[src/hw/rtl/tlfi_pkg.sv]
// shared types, constants and register map of the tvd limited face interpolator
`timescale 1ns / 1ps
package tlfi_pkg;

    localparam int WORD_W         = 32;
    localparam int DATA_WIDTH_DEF = 32;
    localparam int FRAC_BITS_DEF  = 16;
    localparam int EPS_W          = 16;
    localparam int LIM_W          = 2;
    localparam int ADDR_W         = 3;
    localparam int REG_W          = 32;

    localparam logic [LIM_W-1:0] LIM_MINMOD   = 2'd0;
    localparam logic [LIM_W-1:0] LIM_VANLEER  = 2'd1;
    localparam logic [LIM_W-1:0] LIM_SUPERBEE = 2'd2;
    localparam logic [LIM_W-1:0] LIM_MC       = 2'd3;

    // register index, taken from paddr bit 2
    localparam logic REG_LIMITER = 1'b0;
    localparam logic REG_EPSILON = 1'b1;

    localparam logic [LIM_W-1:0] LIM_RESET = LIM_MINMOD;
    localparam logic [EPS_W-1:0] EPS_RESET = 16'd1;

    typedef struct packed {
        logic                     is_boundary;
        logic signed [WORD_W-1:0] vel_x;
        logic signed [WORD_W-1:0] vel_y;
        logic signed [WORD_W-1:0] vel_z;
        logic signed [WORD_W-1:0] normal_x;
        logic signed [WORD_W-1:0] normal_y;
        logic signed [WORD_W-1:0] normal_z;
        logic signed [WORD_W-1:0] owner_value;
        logic signed [WORD_W-1:0] neighbor_value;
        logic signed [WORD_W-1:0] beyond_owner_value;
        logic signed [WORD_W-1:0] beyond_neighbor_value;
    } t_in;

    typedef struct packed {
        logic signed [WORD_W-1:0] face_value;
        logic                     saturated;
    } t_out;

    typedef struct packed {
        logic [LIM_W-1:0] limiter_kind;
        logic [EPS_W-1:0] small_epsilon;
    } t_cfg;

    // per-face control carried alongside the ratio divider
    typedef struct packed {
        logic                     bnd;
        logic                     neg;
        logic                     zden;
        logic                     npos;
        logic                     nneg;
        logic                     big;
        logic signed [WORD_W-1:0] up;
        logic signed [WORD_W-1:0] dn;
    } t_side;

    // carried alongside the van leer divider
    typedef struct packed {
        t_side                    s;
        logic                     sat;
        logic signed [WORD_W-1:0] r;
    } t_side2;

    function automatic int den_mag_w(input int wb);
        return ((wb > EPS_W) ? wb : EPS_W) + 1;
    endfunction

endpackage

[src/hw/rtl/tlfi_cfg.sv]
// apb-style configuration registers: limiter kind and ratio epsilon
`timescale 1ns / 1ps
module tlfi_cfg (
    input  logic                        i_clk,
    input  logic                        i_rst_n,
    input  logic                        psel,
    input  logic                        penable,
    input  logic                        pwrite,
    input  logic [tlfi_pkg::ADDR_W-1:0] paddr,
    input  logic [tlfi_pkg::REG_W-1:0]  pwdata,
    output logic [tlfi_pkg::REG_W-1:0]  prdata,
    output logic                        pready,
    output tlfi_pkg::t_cfg              o_cfg
);
    import tlfi_pkg::*;

    t_cfg r_cfg;
    logic n_wr;

    assign pready = 1'b1;
    assign n_wr   = psel & penable & pwrite & pready;

    always_ff @(posedge i_clk) begin
        if (!i_rst_n) begin
            r_cfg.limiter_kind  <= LIM_RESET;
            r_cfg.small_epsilon <= EPS_RESET;
        end else if (n_wr) begin
            case (paddr[2])
                REG_LIMITER: r_cfg.limiter_kind  <= pwdata[LIM_W-1:0];
                REG_EPSILON: r_cfg.small_epsilon <= pwdata[EPS_W-1:0];
                default: ;
            endcase
        end
    end

    always_comb begin
        case (paddr[2])
            REG_LIMITER: prdata = {{(REG_W-LIM_W){1'b0}}, r_cfg.limiter_kind};
            REG_EPSILON: prdata = {{(REG_W-EPS_W){1'b0}}, r_cfg.small_epsilon};
            default:     prdata = '0;
        endcase
    end

    assign o_cfg = r_cfg;

endmodule

[config.mk]
export PLATFORM = sky130hd
export DESIGN_NAME = tlfi_cfg
export DESIGN_NICKNAME = d
export VERILOG_FILES = /design/src/hw/rtl/tlfi_pkg.sv /design/src/hw/rtl/tlfi_cfg.sv
export SDC_FILE = /design/constraint.sdc
export NUM_CORES = 1
export LEC_CHECK = 0
export CAP_MARGIN = 20
export CORE_MARGIN = 2
export CORE_UTILIZATION = 45
export CTS_CLUSTER_DIAMETER = 150
export DETAILED_ROUTE_END_ITERATION = 12
export DONT_BUFFER_PORTS = 1
export PLACE_DENSITY = 0.58
export SLEW_MARGIN = 20
export SYNTH_ARGS = -nofsm -noshare
export SYNTH_HDL_FRONTEND = slang
export SYNTH_SLANG_ARGS = --single-unit
[constraint.sdc]
create_clock -name i_clk -period 1.05 [get_ports i_clk]
set_clock_uncertainty 0.2 [all_clocks]
set_input_delay 0 -clock i_clk [delete_from_list [all_inputs] [get_ports i_clk]]
set_output_delay 0 -clock i_clk [all_outputs]
set_load 0.005 [all_outputs]
==> Yosys cells after proc, flatten, opt, wreduce, memory -nomap -nowiden <==
Index checks and enable logic that the tools add are counted.
{ "word_totals": {"register_bits": 18, "inputBits": 40, "out_inout_bits": 51} }
{ "op_classes": {"n_mux": 1, "bitwise": 3, "n_reduce_logical": 2} }
{ "op_table": {"columns": ["op", "n"], "rows": [
  ["$pmux 32 s2", 1],
  ["$reduce_and 2->1", 2],
  ["$and 1x1->1", 2],
  ["$not 1->1", 1]
]} }

==> Depth between registers and ports, before layout <==
{ "depth": {"word_depth": 3, "mapped_depth": 4} }

==> Worst setup path before layout <==
Ideal clock, no wire load.
{ "synth_timing": {"path_kind": "input-to-reg", "from": "input port pwrite", "to": "register r_cfg (netlist bit o_cfg[0])", "setup_ns": 0.072, "t_arrival_ns": 0.621, "required_ns": 0.778, "slack_ns": 0.157, "cell_stages": 4, "path_cell_list": "and4_1 > buf_6 > buf_12 > mux2i_1"} }
{ "synth_between": {"elab_chain_len": 2} }
{ "synth_lines": {"columns": ["item", "line", "rtl"], "rows": [
  ["start: declaration", "tlfi_cfg.sv:8", "input logic pwrite,"],
  ["$and 1x1->1", "tlfi_cfg.sv:21", "assign n_wr = psel & penable & pwrite & pready;"],
  ["$reduce_and 2->1 (no line)", null, null],
  ["end: declaration", "tlfi_cfg.sv:17", "t_cfg r_cfg;"]
]} }
Every way passes these cells.
A chain may end at the register's enable or synchronous reset.

==> Worst setup path in the final report <==
{ "layout_timing": {"from": "register r_cfg (netlist bit o_cfg[16])", "to": "output port prdata[0] (netlist name)"} }
{ "layout_between": {"elab_chain_len": 1} }
{ "layout_lines": {"columns": ["item", "line", "rtl"], "rows": [
  ["$pmux 32 s2", "tlfi_cfg.sv:37", "case (paddr[2])"],
  ["end: declaration", "tlfi_cfg.sv:11", "output logic [tlfi_pkg::REG_W-1:0] prdata,"]
]} }
Every way passes these cells. The select of a mux whose other input is x is not followed.

==> impl_summary.log <==
INFO  metric rsz0062_at_grt = true
INFO  metric period_minus_slack = 1.11 ns
INFO  metric timing.critical_path.slowest_cell_delay = 0.35 ns
INFO  metric placement_rows = 17
INFO  metric grt_start_max_net_pins = 36
INFO  metric drc = 0
INFO  metric irDropWorstVdd = roughly 0.64 mV
INFO  metric dr_wl_met2 = 929 um
INFO  metric cell_at_the_root_of_the_clock_tree = sky130_fd_sc_hd__clkbuf_4
INFO  metric gr-total-overflow = 0
INFO  metric grt.total_usage = 0.152
INFO  metric clock_insertion_delay_worst_skew = between 0.2 and 0.3 ns
INFO  metric startpoint_type = flop
INFO  metric detailedRoute.firstPassIterationCount = 3
INFO  metric power.density_cell_area = 1040 mW/mm^2
INFO  metric cts_inserted_buffers = 3
INFO  metric final.setup.worst_slack = -0.0551 ns
INFO  metric largest_register_ffs = 18
INFO  metric hold_class = input pin to flop
INFO  metric port-buffer-count = 0
INFO  metric critPathTopFamily = flip-flops
INFO  metric antenna_found_initial = 0
INFO  metric tritoncts_num_sinks = 18
INFO  metric finalWeightedCongestion = between 0.5 and 0.6
INFO  metric timing.reg2reg.setup_slack = 0.23 ns
INFO  metric yosysUniqueCellTypes = 15
INFO  metric slowest_stage = sky130_fd_sc_hd__dfxtp_2
INFO  metric synth.yosys.warnings = 0
INFO  metric worstPathMaxFanout = 3
INFO  metric clock_tree_from_tritoncts = done
INFO  metric die_h = slightly above 50 um
INFO  metric area_delta_synth_final = 12.7%
INFO  metric postSynthRegisterBits = 18
INFO  metric failing_checks = negative hold slack, negative setup slack
INFO  metric synth_seq_area_share = 0.361
INFO  metric antenna_cells_inserted = 0
INFO  metric worst-path-buf-inv = 0
INFO  metric final_area = around 0.0011 mm^2
INFO  metric leading_area_contributor_after_synthesis = sky130_fd_sc_hd__dfxtp_1
INFO  metric route.detailed.wl_per_inst = between 10 and 15 um
INFO  metric net_switching = between 0.0002 and 0.0003 W
INFO  metric path_cells = mux2_4
INFO  metric post-synth-top-area-fraction = 0.361
INFO  metric power_leakage = about 0.47 nW
INFO  metric io_pins = 91
INFO  metric num_vias = slightly above 700
INFO  metric initial_core_util = 0.464
INFO  metric power.combinational.fraction = 0.105
INFO  metric critical_path_required = approximately 0.85 ns
INFO  metric path_class = flop to primary output
INFO  metric netlist_top_cells_area = sky130_fd_sc_hd__dfxtp_1 (36%), sky130_fd_sc_hd__mux2i_1 (18%), sky130_fd_sc_hd__buf_4 (13%)
INFO  metric postPlaceCellArea = 923 um^2
INFO  metric report.final.setup_viol = 2
INFO  metric cp-end-kind = primary output
INFO  metric route.layer.met1.wl = between 700 and 800 um
INFO  metric cap_viol_max_count = 0
INFO  metric nets = between 150 and 200
INFO  metric drive_gt1_frac = 0.214
INFO  metric outcome = complete, but fails checks
INFO  metric clockBufferDepth = 2
INFO  metric finalHoldViolations = 34
INFO  metric maxClockFrequency = around 900 MHz
INFO  metric fin_hold_ws = -0.364 ns
INFO  metric met3_length = around 120 um
INFO  metric h-tree-depth = 1
INFO  metric totalPowerFinal = approximately 0.0012 W
INFO  metric synth_area = 997 um^2
INFO  metric first_iter_violations = 3
INFO  metric setup_total_negative_slack = -0.109 ns
INFO  metric synth_area_per_cell = between 8 and 9 um^2
INFO  metric fin_crit_share = 1.05
INFO  metric postRouteAntennaNets = 0
INFO  metric reg_clk_slew_reported_paths = 0.10 ns
INFO  metric avgViaCountPerCell = 4.68
INFO  metric switching_share = 0.224
INFO  metric chipWidth = just over 50 um
INFO  metric route.final.wire_length = between 1.5 and 2 mm
INFO  metric hpwl_after_detailed_placement = around 1.2 mm
INFO  metric grt_pass1_wl = about 2.9 mm
INFO  metric top_layer = met4
INFO  metric power.share.clock = 0.283
INFO  metric seq_power_share = 0.612
INFO  metric syn_inst = 115
INFO  metric final-max-slew-violation-count = 0
INFO  metric grt_pass1_vias = around 700
INFO  metric internal_power = just over 0.0009 W
INFO  metric design.core.area = 0.00215 mm^2
INFO  metric die_area = between 0.002 and 0.003 mm^2
INFO  metric crit_arrival = slightly above 0.9 ns
worst paths after layout:
kind | from | end | cells past startpoint
max | o_cfg[16] | prdata[0] | 1
min | i_rst_n | o_cfg[10] | 2
max reg2reg | o_cfg[0] | o_cfg[0] | 2
min reg2reg | o_cfg[10] | o_cfg[10] | 2
logic make-up (layout without fill, tap and decap cells):
kind of cell	Yosys count	after routing	share of synthesized area
buffers and inverters	24	20	0.181
DFF	18	18	0.361
muxes	20	20	0.203
other	2	17	0.00753
and+or+nand+nor	51	51	0.247
cells in the mapped netlist:
cell type and instances:
sky130_fd_sc_hd__nand2_1 33, sky130_fd_sc_hd__dfxtp_1 18, sky130_fd_sc_hd__mux2i_1 18, sky130_fd_sc_hd__buf_4 17
sky130_fd_sc_hd__and2_1 10, sky130_fd_sc_hd__and2_2 4, sky130_fd_sc_hd__clkbuf_1 3, sky130_fd_sc_hd__buf_2 2
sky130_fd_sc_hd__conb_1 2, sky130_fd_sc_hd__mux2_2 2, sky130_fd_sc_hd__nor2b_1 2, sky130_fd_sc_hd__and4_1 1
sky130_fd_sc_hd__buf_12 1, sky130_fd_sc_hd__buf_6 1, sky130_fd_sc_hd__nand4b_1 1
what timing repair did:
action | in CTS | in global routing
gates cloned | 0 | 0
gates resized for setup | 6 | 12
endpoints found under the setup margin | 2 | 14
hold endpoints to repair | 34 | 34
hold buffers | 14 | 1
buffers inserted | 0 | 0
metrics by stage:
step                      cells  setup slack (ns)  hold slack (ns)  utilization
after floorplan             130             0.157          -0.0763            -
after global placement      136             0.188          -0.0759        0.430
after detailed placement    136             0.156          -0.0796        0.430
after CTS                   153           -0.0739           -0.378        0.511
after global routing        154           -0.0833           -0.370        0.523
final                       154           -0.0551           -0.364        0.523
cell usage in the layout, fill, tap and decap left out:
cell	n
sky130_fd_sc_hd__buf_4	2
sky130_fd_sc_hd__dlygate4sd3_1	15
sky130_fd_sc_hd__clkbuf_4	3
sky130_fd_sc_hd__dfxtp_2	16
sky130_fd_sc_hd__nor2b_1	2
sky130_fd_sc_hd__conb_1	17
sky130_fd_sc_hd__and2_1	10
sky130_fd_sc_hd__nand2_1	33
sky130_fd_sc_hd__and4_1	1
sky130_fd_sc_hd__nand4b_1	1
sky130_fd_sc_hd__mux2_4	2
sky130_fd_sc_hd__mux2i_1	18
sky130_fd_sc_hd__dfxtp_1	2
sky130_fd_sc_hd__and2_2	4
power by group through the flow:
stage                     Clock [W]  Combinational (W)  Sequential [W]
after floorplan                   0           0.000138        0.000724
after global routing       0.000366           0.000139        0.000716
final                      0.000330           0.000123        0.000713
after CTS                  0.000354           0.000119        0.000712
after detailed placement          0          0.0000744        0.000727
after global placement            0          0.0000728        0.000726
cell type report:
cell class	instances	area [um^2]
multi-input combinational	88	520
sequential	18	380
clock buffer	3	22.5
fill	214	1020
tap	28	35.0
timing repair buffer	17	165
per-layer routing:
metal,up-vias,global-route usage
met5,-,0
met4,0,0.0856
met3,2,0.0322
met2,34,0.286
met1,329,0.151
li1,355,-
No activity file was read; power rests on OpenSTA's default activity.
