==> config.mk <==
export PLATFORM = sky130hd
export DESIGN_NAME = tlfi_div_pipe
export DESIGN_NICKNAME = d
export VERILOG_FILES = /design/src/hw/rtl/tlfi_pkg.sv /design/src/hw/rtl/tlfi_div_pipe.sv
export SDC_FILE = /design/constraint.sdc
export NUM_CORES = 2
export LEC_CHECK = 0
export ABC_AREA = 1
export BUFFER_PORTS_ARGS = -buffer_cell sky130_fd_sc_hd__clkbuf_2
export CORE_UTILIZATION = 55
export DETAILED_ROUTE_END_ITERATION = 10
export PLACE_DENSITY = 0.82
export SETUP_SLACK_MARGIN = 0.02
export SYNTH_ARGS = -nofsm -noshare
export SYNTH_HDL_FRONTEND = slang
export SYNTH_SLANG_ARGS = --single-unit
==> constraint.sdc <==
create_clock -name i_clk -period 4.8 [get_ports i_clk]
set_clock_uncertainty 0.05 [all_clocks]
set_input_delay 0.48 -clock i_clk [delete_from_list [all_inputs] [get_ports i_clk]]
set_output_delay 0.48 -clock i_clk [all_outputs]
set_load 0.02 [all_outputs]
==> src/hw/rtl/tlfi_pkg.sv <==
// shared types, constants and register map of the tvd limited face interpolator
`timescale 1ns / 1ps
package tlfi_pkg;

    localparam int WORD_W         = 32;
    localparam int DATA_WIDTH_DEF = 32;
    localparam int FRAC_BITS_DEF  = 16;
    localparam int EPS_W          = 16;
    localparam int LIM_W          = 2;
    localparam int ADDR_W         = 3;
    localparam int REG_W          = 32;

    localparam logic [LIM_W-1:0] LIM_MINMOD   = 2'd0;
    localparam logic [LIM_W-1:0] LIM_VANLEER  = 2'd1;
    localparam logic [LIM_W-1:0] LIM_SUPERBEE = 2'd2;
    localparam logic [LIM_W-1:0] LIM_MC       = 2'd3;

    // register index, taken from paddr bit 2
    localparam logic REG_LIMITER = 1'b0;
    localparam logic REG_EPSILON = 1'b1;

    localparam logic [LIM_W-1:0] LIM_RESET = LIM_MINMOD;
    localparam logic [EPS_W-1:0] EPS_RESET = 16'd1;

    typedef struct packed {
        logic                     is_boundary;
        logic signed [WORD_W-1:0] vel_x;
        logic signed [WORD_W-1:0] vel_y;
        logic signed [WORD_W-1:0] vel_z;
        logic signed [WORD_W-1:0] normal_x;
        logic signed [WORD_W-1:0] normal_y;
        logic signed [WORD_W-1:0] normal_z;
        logic signed [WORD_W-1:0] owner_value;
        logic signed [WORD_W-1:0] neighbor_value;
        logic signed [WORD_W-1:0] beyond_owner_value;
        logic signed [WORD_W-1:0] beyond_neighbor_value;
    } t_in;

    typedef struct packed {
        logic signed [WORD_W-1:0] face_value;
        logic                     saturated;
    } t_out;

    typedef struct packed {
        logic [LIM_W-1:0] limiter_kind;
        logic [EPS_W-1:0] small_epsilon;
    } t_cfg;

    // per-face control carried alongside the ratio divider
    typedef struct packed {
        logic                     bnd;
        logic                     neg;
        logic                     zden;
        logic                     npos;
        logic                     nneg;
        logic                     big;
        logic signed [WORD_W-1:0] up;
        logic signed [WORD_W-1:0] dn;
    } t_side;

    // carried alongside the van leer divider
    typedef struct packed {
        t_side                    s;
        logic                     sat;
        logic signed [WORD_W-1:0] r;
    } t_side2;

    function automatic int den_mag_w(input int wb);
        return ((wb > EPS_W) ? wb : EPS_W) + 1;
    endfunction

endpackage

==> src/hw/rtl/tlfi_div_pipe.sv <==
// pipelined restoring divider, one quotient bit per stage, with sideband
`timescale 1ns / 1ps
module tlfi_div_pipe #(
    parameter int NQ = tlfi_pkg::FRAC_BITS_DEF + 1,
    parameter int NW = tlfi_pkg::DATA_WIDTH_DEF + tlfi_pkg::FRAC_BITS_DEF,
    parameter int DW = tlfi_pkg::DATA_WIDTH_DEF,
    parameter int SW = 1
) (
    input  logic          i_clk,
    input  logic          i_rst_n,
    input  logic          i_en,
    input  logic          i_valid,
    input  logic [NW-1:0] i_num,
    input  logic [DW-1:0] i_den,
    input  logic [SW-1:0] i_side,
    output logic          o_valid,
    output logic [NQ-1:0] o_quo,
    output logic [SW-1:0] o_side
);
    import tlfi_pkg::*;

    localparam int CW = NW + DW;

    logic          r_v   [0:NQ];
    logic [NW-1:0] r_rem [0:NQ];
    logic [DW-1:0] r_d   [0:NQ];
    logic [NQ-1:0] r_q   [0:NQ];
    logic [SW-1:0] r_s   [0:NQ];

    always_ff @(posedge i_clk) begin
        if (!i_rst_n) begin
            r_v[0] <= 1'b0;
        end else if (i_en) begin
            r_v[0] <= i_valid;
        end
    end

    always_ff @(posedge i_clk) begin
        if (i_en) begin
            r_rem[0] <= i_num;
            r_d[0]   <= i_den;
            r_q[0]   <= '0;
            r_s[0]   <= i_side;
        end
    end

    for (genvar k = 0; k < NQ; k++) begin : g_stage
        localparam int B = NQ - 1 - k;
        logic [CW-1:0] n_sh;
        logic [CW-1:0] n_diff;
        logic          n_ge;
        logic [NQ-1:0] n_q;

        assign n_sh   = {{NW{1'b0}}, r_d[k]} << B;
        assign n_ge   = {{DW{1'b0}}, r_rem[k]} >= n_sh;
        assign n_diff = {{DW{1'b0}}, r_rem[k]} - n_sh;

        always_comb begin
            n_q    = r_q[k];
            n_q[B] = n_ge;
        end

        always_ff @(posedge i_clk) begin
            if (!i_rst_n) begin
                r_v[k+1] <= 1'b0;
            end else if (i_en) begin
                r_v[k+1] <= r_v[k];
            end
        end

        always_ff @(posedge i_clk) begin
            if (i_en) begin
                r_rem[k+1] <= n_ge ? n_diff[NW-1:0] : r_rem[k];
                r_d[k+1]   <= r_d[k];
                r_q[k+1]   <= n_q;
                r_s[k+1]   <= r_s[k];
            end
        end
    end

    assign o_valid = r_v[NQ];
    assign o_quo   = r_q[NQ];
    assign o_side  = r_s[NQ];

endmodule

# Yosys cells after proc, flatten, opt, wreduce, memory -nomap -nowiden
# Memory sizes are Yosys's and may differ from the RTL's.
# Index checks and enable logic that the tools add are counted.
# totals
register_bits,0
ramBits,1782
inputBits,85
out_inout_bits,19
wordCells,97
memories,5
# memory_table
memory,depth,word_bits,rd,rd_ports_with_merged_regs,wr,line,rtl
r_rem,18,48,17,0,18,tlfi_div_pipe.sv:25,logic [NW-1:0] r_rem [0:NQ];
r_d,18,32,17,0,18,tlfi_div_pipe.sv:26,logic [DW-1:0] r_d [0:NQ];
r_q,18,17,18,0,18,tlfi_div_pipe.sv:27,logic [NQ-1:0] r_q [0:NQ];
r_s,18,1,18,0,18,tlfi_div_pipe.sv:28,logic [SW-1:0] r_s [0:NQ];
r_v,18,1,18,0,18,tlfi_div_pipe.sv:24,logic r_v [0:NQ];
# op_classes
addsub,17
order_cmp,17
n_mux,40
bitwise_logic,18
# ops
cell,count
48-bit 2-to-1 mux,17
48-bit by 32-bit >= comparator with 1-bit output,1
48-bit by 33-bit >= comparator with 1-bit output,1
48-bit by 34-bit >= comparator with 1-bit output,1
48-bit by 35-bit >= comparator with 1-bit output,1
48-bit by 36-bit >= comparator with 1-bit output,1
48-bit by 37-bit >= comparator with 1-bit output,1
48-bit by 38-bit >= comparator with 1-bit output,1
48-bit by 39-bit >= comparator with 1-bit output,1
48-bit by 40-bit >= comparator with 1-bit output,1
48-bit by 41-bit >= comparator with 1-bit output,1
48-bit by 42-bit >= comparator with 1-bit output,1
48-bit by 43-bit >= comparator with 1-bit output,1
48-bit by 44-bit >= comparator with 1-bit output,1
48-bit by 45-bit >= comparator with 1-bit output,1
48-bit by 46-bit >= comparator with 1-bit output,1
48-bit by 47-bit >= comparator with 1-bit output,1
48-bit >= comparator,1
48-bit by 32-bit subtractor with 48-bit output,1
48-bit by 33-bit subtractor with 48-bit output,1
48-bit by 34-bit subtractor with 48-bit output,1
48-bit by 35-bit subtractor with 48-bit output,1
48-bit by 36-bit subtractor with 48-bit output,1
48-bit by 37-bit subtractor with 48-bit output,1
other kinds (13),52

# Logic depth before layout (Yosys ltp)
# logic_depth
depth_word,4
depth_mapped,17
ltp_nobuf,16

# Least setup slack after synthesis
# Ideal clock, no wire load.
# synth_path
path_kind,reg-to-reg
from,memory r_rem[14][2] (netlist bit)
to,memory r_rem[15][37] (netlist bit) (data pin)
setup_ps,255
arrival_ps,2059
t_required_ps,4495
path_slack_ps,2436
stages_incl_launch_ff,16
n_path_buf,1
synth_period_minus_slack_ps,2364
path_cell_list,edfxtp_1 > inv_1 > ha_1 > inv_1 > fa_1 > nand3_1 > nand3_2 > nand2_1 > nand2_1 > nand2_1 > nand2_1 > nand2_2 > nand3_2 > nor2_4 > buf_6 > a21oi_2
# synth_lines
element,line
start: declaration,tlfi_div_pipe.sv:25

==> summary.txt <==
Power
  – Int Pwr: around 36 mW
  – PwrDens: approximately 570 nW/um2
  – Part of the power in the clock network: 20.0%
  – Largest vdd supply drop: 346 uV
  – Sw Share: 44.9%
  – Register share of total power: 33.5%
  – Pleak: between 50 and 60 nW
  – Comb power frac: a little under half
  – Net Sw Power: ~30 mW

Route
  – Routed WL per cell: 19.0 um
  – Routed WL: around 330000 um
  – Post-DRT Antenna Nets: 0
  – DRC viols: 0
  – DR vias: between 90000 and 100k
  – Initial DRC count: 10480
  – Drt first pass iters: 8
  – DR vias/cell: approximately 5.3

Worst setup path
  – Worst r2r path cells: 13
  – Flop-to-flop setup slack: between 1 and 1.5 ns
  – Delay-heaviest family, CP: simple AND/OR/NAND/NOR gates
  – WP data arrival: around 4.0 ns
  – CP Launch Type: flip-flop
  – CP Capture Type: flip-flop
  – Worst path bufs/invs: 2
  – Critical Path RT: 5.43 ns
  – Slowest stage cell on the critical path: nor2_4
  – Worst reg2reg path endpoint: r_rem[7][15]$_DFFE_PP_
  – Worst-path fanout max: 35
  – Biggest cell delay along the critical path: ~0.73 ns
  – Reg2Reg Launch Point: r_rem[6][10]$_DFFE_PP_
  – Crit-path cells: inv_1 > ha_1 > inv_1 > fa_1 > nand3_1 > nand3_1 > nand2_1 > nand2_1 > nand3_1 > nand3_1 > nor2_4 > nand2_1 > nand2_1
  – Worst setup path category: flip-flop to flip-flop

Global routing
  – First-pass GRT wire length: 490000 um
  – GRT overflow: 0
  – Met3 usage: under 10%
  – GR peak layer: met2
  – Total GRT Usage: 33.4%
  – GRT met2 Usage: ~55%
  – Met1 Usage GRT: a little over two fifths
  – Vias in the first global route: approximately 84000
  – Antenna violations before repair: 7
  – Largest net degree at the start of global routing: 167

Synth
  – Adder-cell share of the synthesized area: 6.80%
  – Syn nets: approximately 15000
  – Ys Warns: 0
  – Mux cell area share after synthesis: 0%
  – Post-synthesis sequential area ratio: between 40 and 50%
  – Netlist cell types: 49
  – Yosys reg bits: 1549
  – Mapped Area: ~100000 um2
  – Compound-Gate Fraction of Synth Area: 3.38%
  – XOR/XNOR Fraction of Synth Area: approximately 2.5%
  – Main combinational cell family by area after synthesis: simple AND/OR/NAND/NOR gates
  – Mapped Avg Cell Area: 7.33 um2
  – Simple-gate share of the synthesized area: 31.7%
  – Synth async-reset ratio: 0%
  – Cells after synthesis: roughly 14000
  – Top FF cell, synth: edfxtp_1
  – Post-synth EDFFs: around 1500

Worst hold path
  – Hold Path Sink: r_d[1][26]$_DFFE_PP_
  – Worst Hold Launch: i_en
  – Hold Path Class: primary input to flip-flop
  – Worst Hold Path Cells: 1

Timing
  – Setup slack after layout: roughly 1.4 ns
  – Relative max-transition margin: roughly 28%
  – Slew @ Worst Pin: about 1.1 ns
  – Achievable frequency: just under 300 MHz
  – Crit path time final: around 3.4 ns
  – RSZ-0062 raised after global routing: false
  – Slew Limit Fails: 0
  – Fin Setup TNS: 0 ns
  – Final setup viols: 0
  – Final Hold Fails: 0
  – Tcrit/Tclk final: a little over two thirds

Cells and area
  – # nets final: 15237
  – Layout cells sized above 1: between 4 and 5%
  – Finished Layout Cells: between 15000 and 20000
  – Layout area overhead: 9.25%

Floorplan
  – Initial Util: between 50% and 60%
  – Std-Cell Rows: between 150 and 200
  – Die Y: between 400 and 500 um
  – I/O pins: about 100
  – DIE AREA: about 190000 um2
  – Chip width: 438 um
  – Core Area: 189000 um2

Placement
  – # port buffers: between 100 and 150
  – Post-Place Worst Slack: around 1.5 ns
  – Dpl hpwl: between 200000 and 300000 um
  – Cells after DPL: 16834
  – GPL Wtd Cong: ~1.0

Clock tree
  – Clk slew on worst S/H paths: ~0.060 ns
  – Maximum buffer depth of the clock tree: 3
  – CTS tree: built
  – CTS sink count: about 1500
  – CTS Root Cell: clkbuf_16
  – Worst skew pair latency: roughly 0.84 ns
  – # H-tree levels: 4
  – CTS buffer count: around 170

Flow run
  – Max-cap viol count: 0

Outcome
  – Status: complete, no violations
cell families after synthesis:
group | after synthesis
compound gates | 630
simple gates | 8234
xor+xnor | 303
flops | 1549
buf+inv | 3019
fa+ha+maj | 560
power by group through the flow:
stage / Sequential [mW] / Combinational [mW] / Clock (mW)
2_1_floorplan: 20.3 / 21.7 / 0
6_report: 22.0 / 30.6 / 13.1
3_5_place_dp: 22.1 / 29.6 / 0
5_1_grt: 22.0 / 34.1 / 13.7
3_3_place_gp: 22.1 / 29.3 / 0
4_1_cts: 21.9 / 29.9 / 13.3
synth_stat cells, types with 3 or more instances:
cell type	n	area [um2]
xnor2_1	32	280
nor3_1	99	495
clkbuf_1	8	30.0
o21ai_1	29	145
nand4_4	3	63.8
and3_1	4	25.0
o21bai_1	35	263
nor2_2	37	231
buf_6	30	338
buf_2	25	125
or2_2	6	37.5
nand3_2	6	60.1
nand4_2	7	87.6
nor4_1	12	75.1
inv_1	2843	10700
a21oi_1	379	1900
nand2_4	3	33.8
nand2_2	22	138
nand3_1	751	3760
o211ai_1	5	37.5
nand2_1	5852	22000
fa_1	16	320
nand4_1	168	1050
a21oi_2	70	613
nor2_1	1173	4400
and2_1	14	87.6
nand3b_1	57	428
buf_4	50	375
clkinv_1	10	37.5
inv_2	51	191
o21ai_0	103	515
edfxtp_1	1548	46500
nor2_4	12	135
ha_1	544	6810
xor2_1	271	2370
o21a_1	4	30.0
final cells by class:
| cell class | instances | area, um2 |
|---|---|---|
| fill | 16978 | 74100 |
| antenna | 2 | 5.00 |
| timing repair buffer | 241 | 1910 |
| inverter | 2905 | 10900 |
| clock inverter | 115 | 1190 |
| sequential | 1549 | 46500 |
| tap | 2495 | 3120 |
| multi-input combinational | 9727 | 46500 |
| clock buffer | 191 | 4310 |
cell usage in the layout (no fill, tap or decap), types with 5 or more instances in the layout:
master	count
nand2_1	5852
inv_1	2843
edfxtp_1	1548
nor2_1	1173
nand3_1	751
ha_1	544
a21oi_1	379
xor2_1	271
clkbuf_16	169
nand4_1	168
o21ai_0	103
clkbuf_2	102
nor3_1	99
dlygate4sd3_1	83
a21oi_2	69
nand3b_1	57
inv_2	51
buf_4	44
clkinv_1	40
nor2_2	36
o21bai_1	35
xnor2_1	32
o21ai_1	29
clkinv_2	27
nand2_2	22
clkbuf_1	22
bufinv_16	17
fa_1	16
and2_1	14
nor2_4	13
inv_6	13
nor4_1	12
clkinvlp_4	12
buf_12	12
nand4_2	7
clkinv_4	7
nand3_2	6
or2_2	6
o211ai_1	5
worst reg2reg max path, delay by kind of cell (launching register included):
family	cells	cell delay (ns)
adders and majority gates	2	0.62
buffers and inverters	2	0.16
DFF	1	0.38
and+or+nand+nor	9	1.98
state kept, by name, summed over array words and instances (netlist names):
name,cells
r_v,18
r_rem,816
r_q,153
r_s,18
r_d,544
timing repair:
action,in CTS,in global routing
setup buffers,0,0
hold endpoints to repair,83,0
hold buffers,83,0
resized for setup,0,0
metal layers:
| layer | wire [um] | vias up |
|---|---|---|
| li1 | - | 45008 |
| met1 | 128000 | 41276 |
| met2 | 150000 | 4501 |
| met3 | 28100 | 939 |
| met4 | 21600 | 6 |
| met5 | 218 | - |
worst max path at each step:
stage,start,to,slack [ns],cells past startpoint
detailed placement,r_rem[6][10]$_DFFE_PP_,r_rem[7][15]$_DFFE_PP_,1.54,13
finish,r_rem[6][10]$_DFFE_PP_,r_rem[7][15]$_DFFE_PP_,1.43,13
CTS,r_rem[6][10]$_DFFE_PP_,r_rem[7][15]$_DFFE_PP_,1.51,13
floorplan,r_rem[14][2]$_DFFE_PP_,r_rem[15][37]$_DFFE_PP_,2.44,15
global route,r_rem[14][2]$_DFFE_PP_,r_rem[15][35]$_DFFE_PP_,1.30,15
global placement,r_rem[14][2]$_DFFE_PP_,r_rem[15][35]$_DFFE_PP_,1.59,15
per-stage QoR:
stage	utilization [%]	area (um2)	hold slack, ns	power [mW]
global placement	57.3	108000	0.351	51.4
finish	60.7	114000	0.0664	65.7
CTS	60.7	114000	0.102	65.0
global route	60.7	114000	0.107	69.8
floorplan	-	105000	0.350	42.0
detailed placement	57.3	108000	0.355	51.7
No activity file was read; power rests on OpenSTA's default activity.
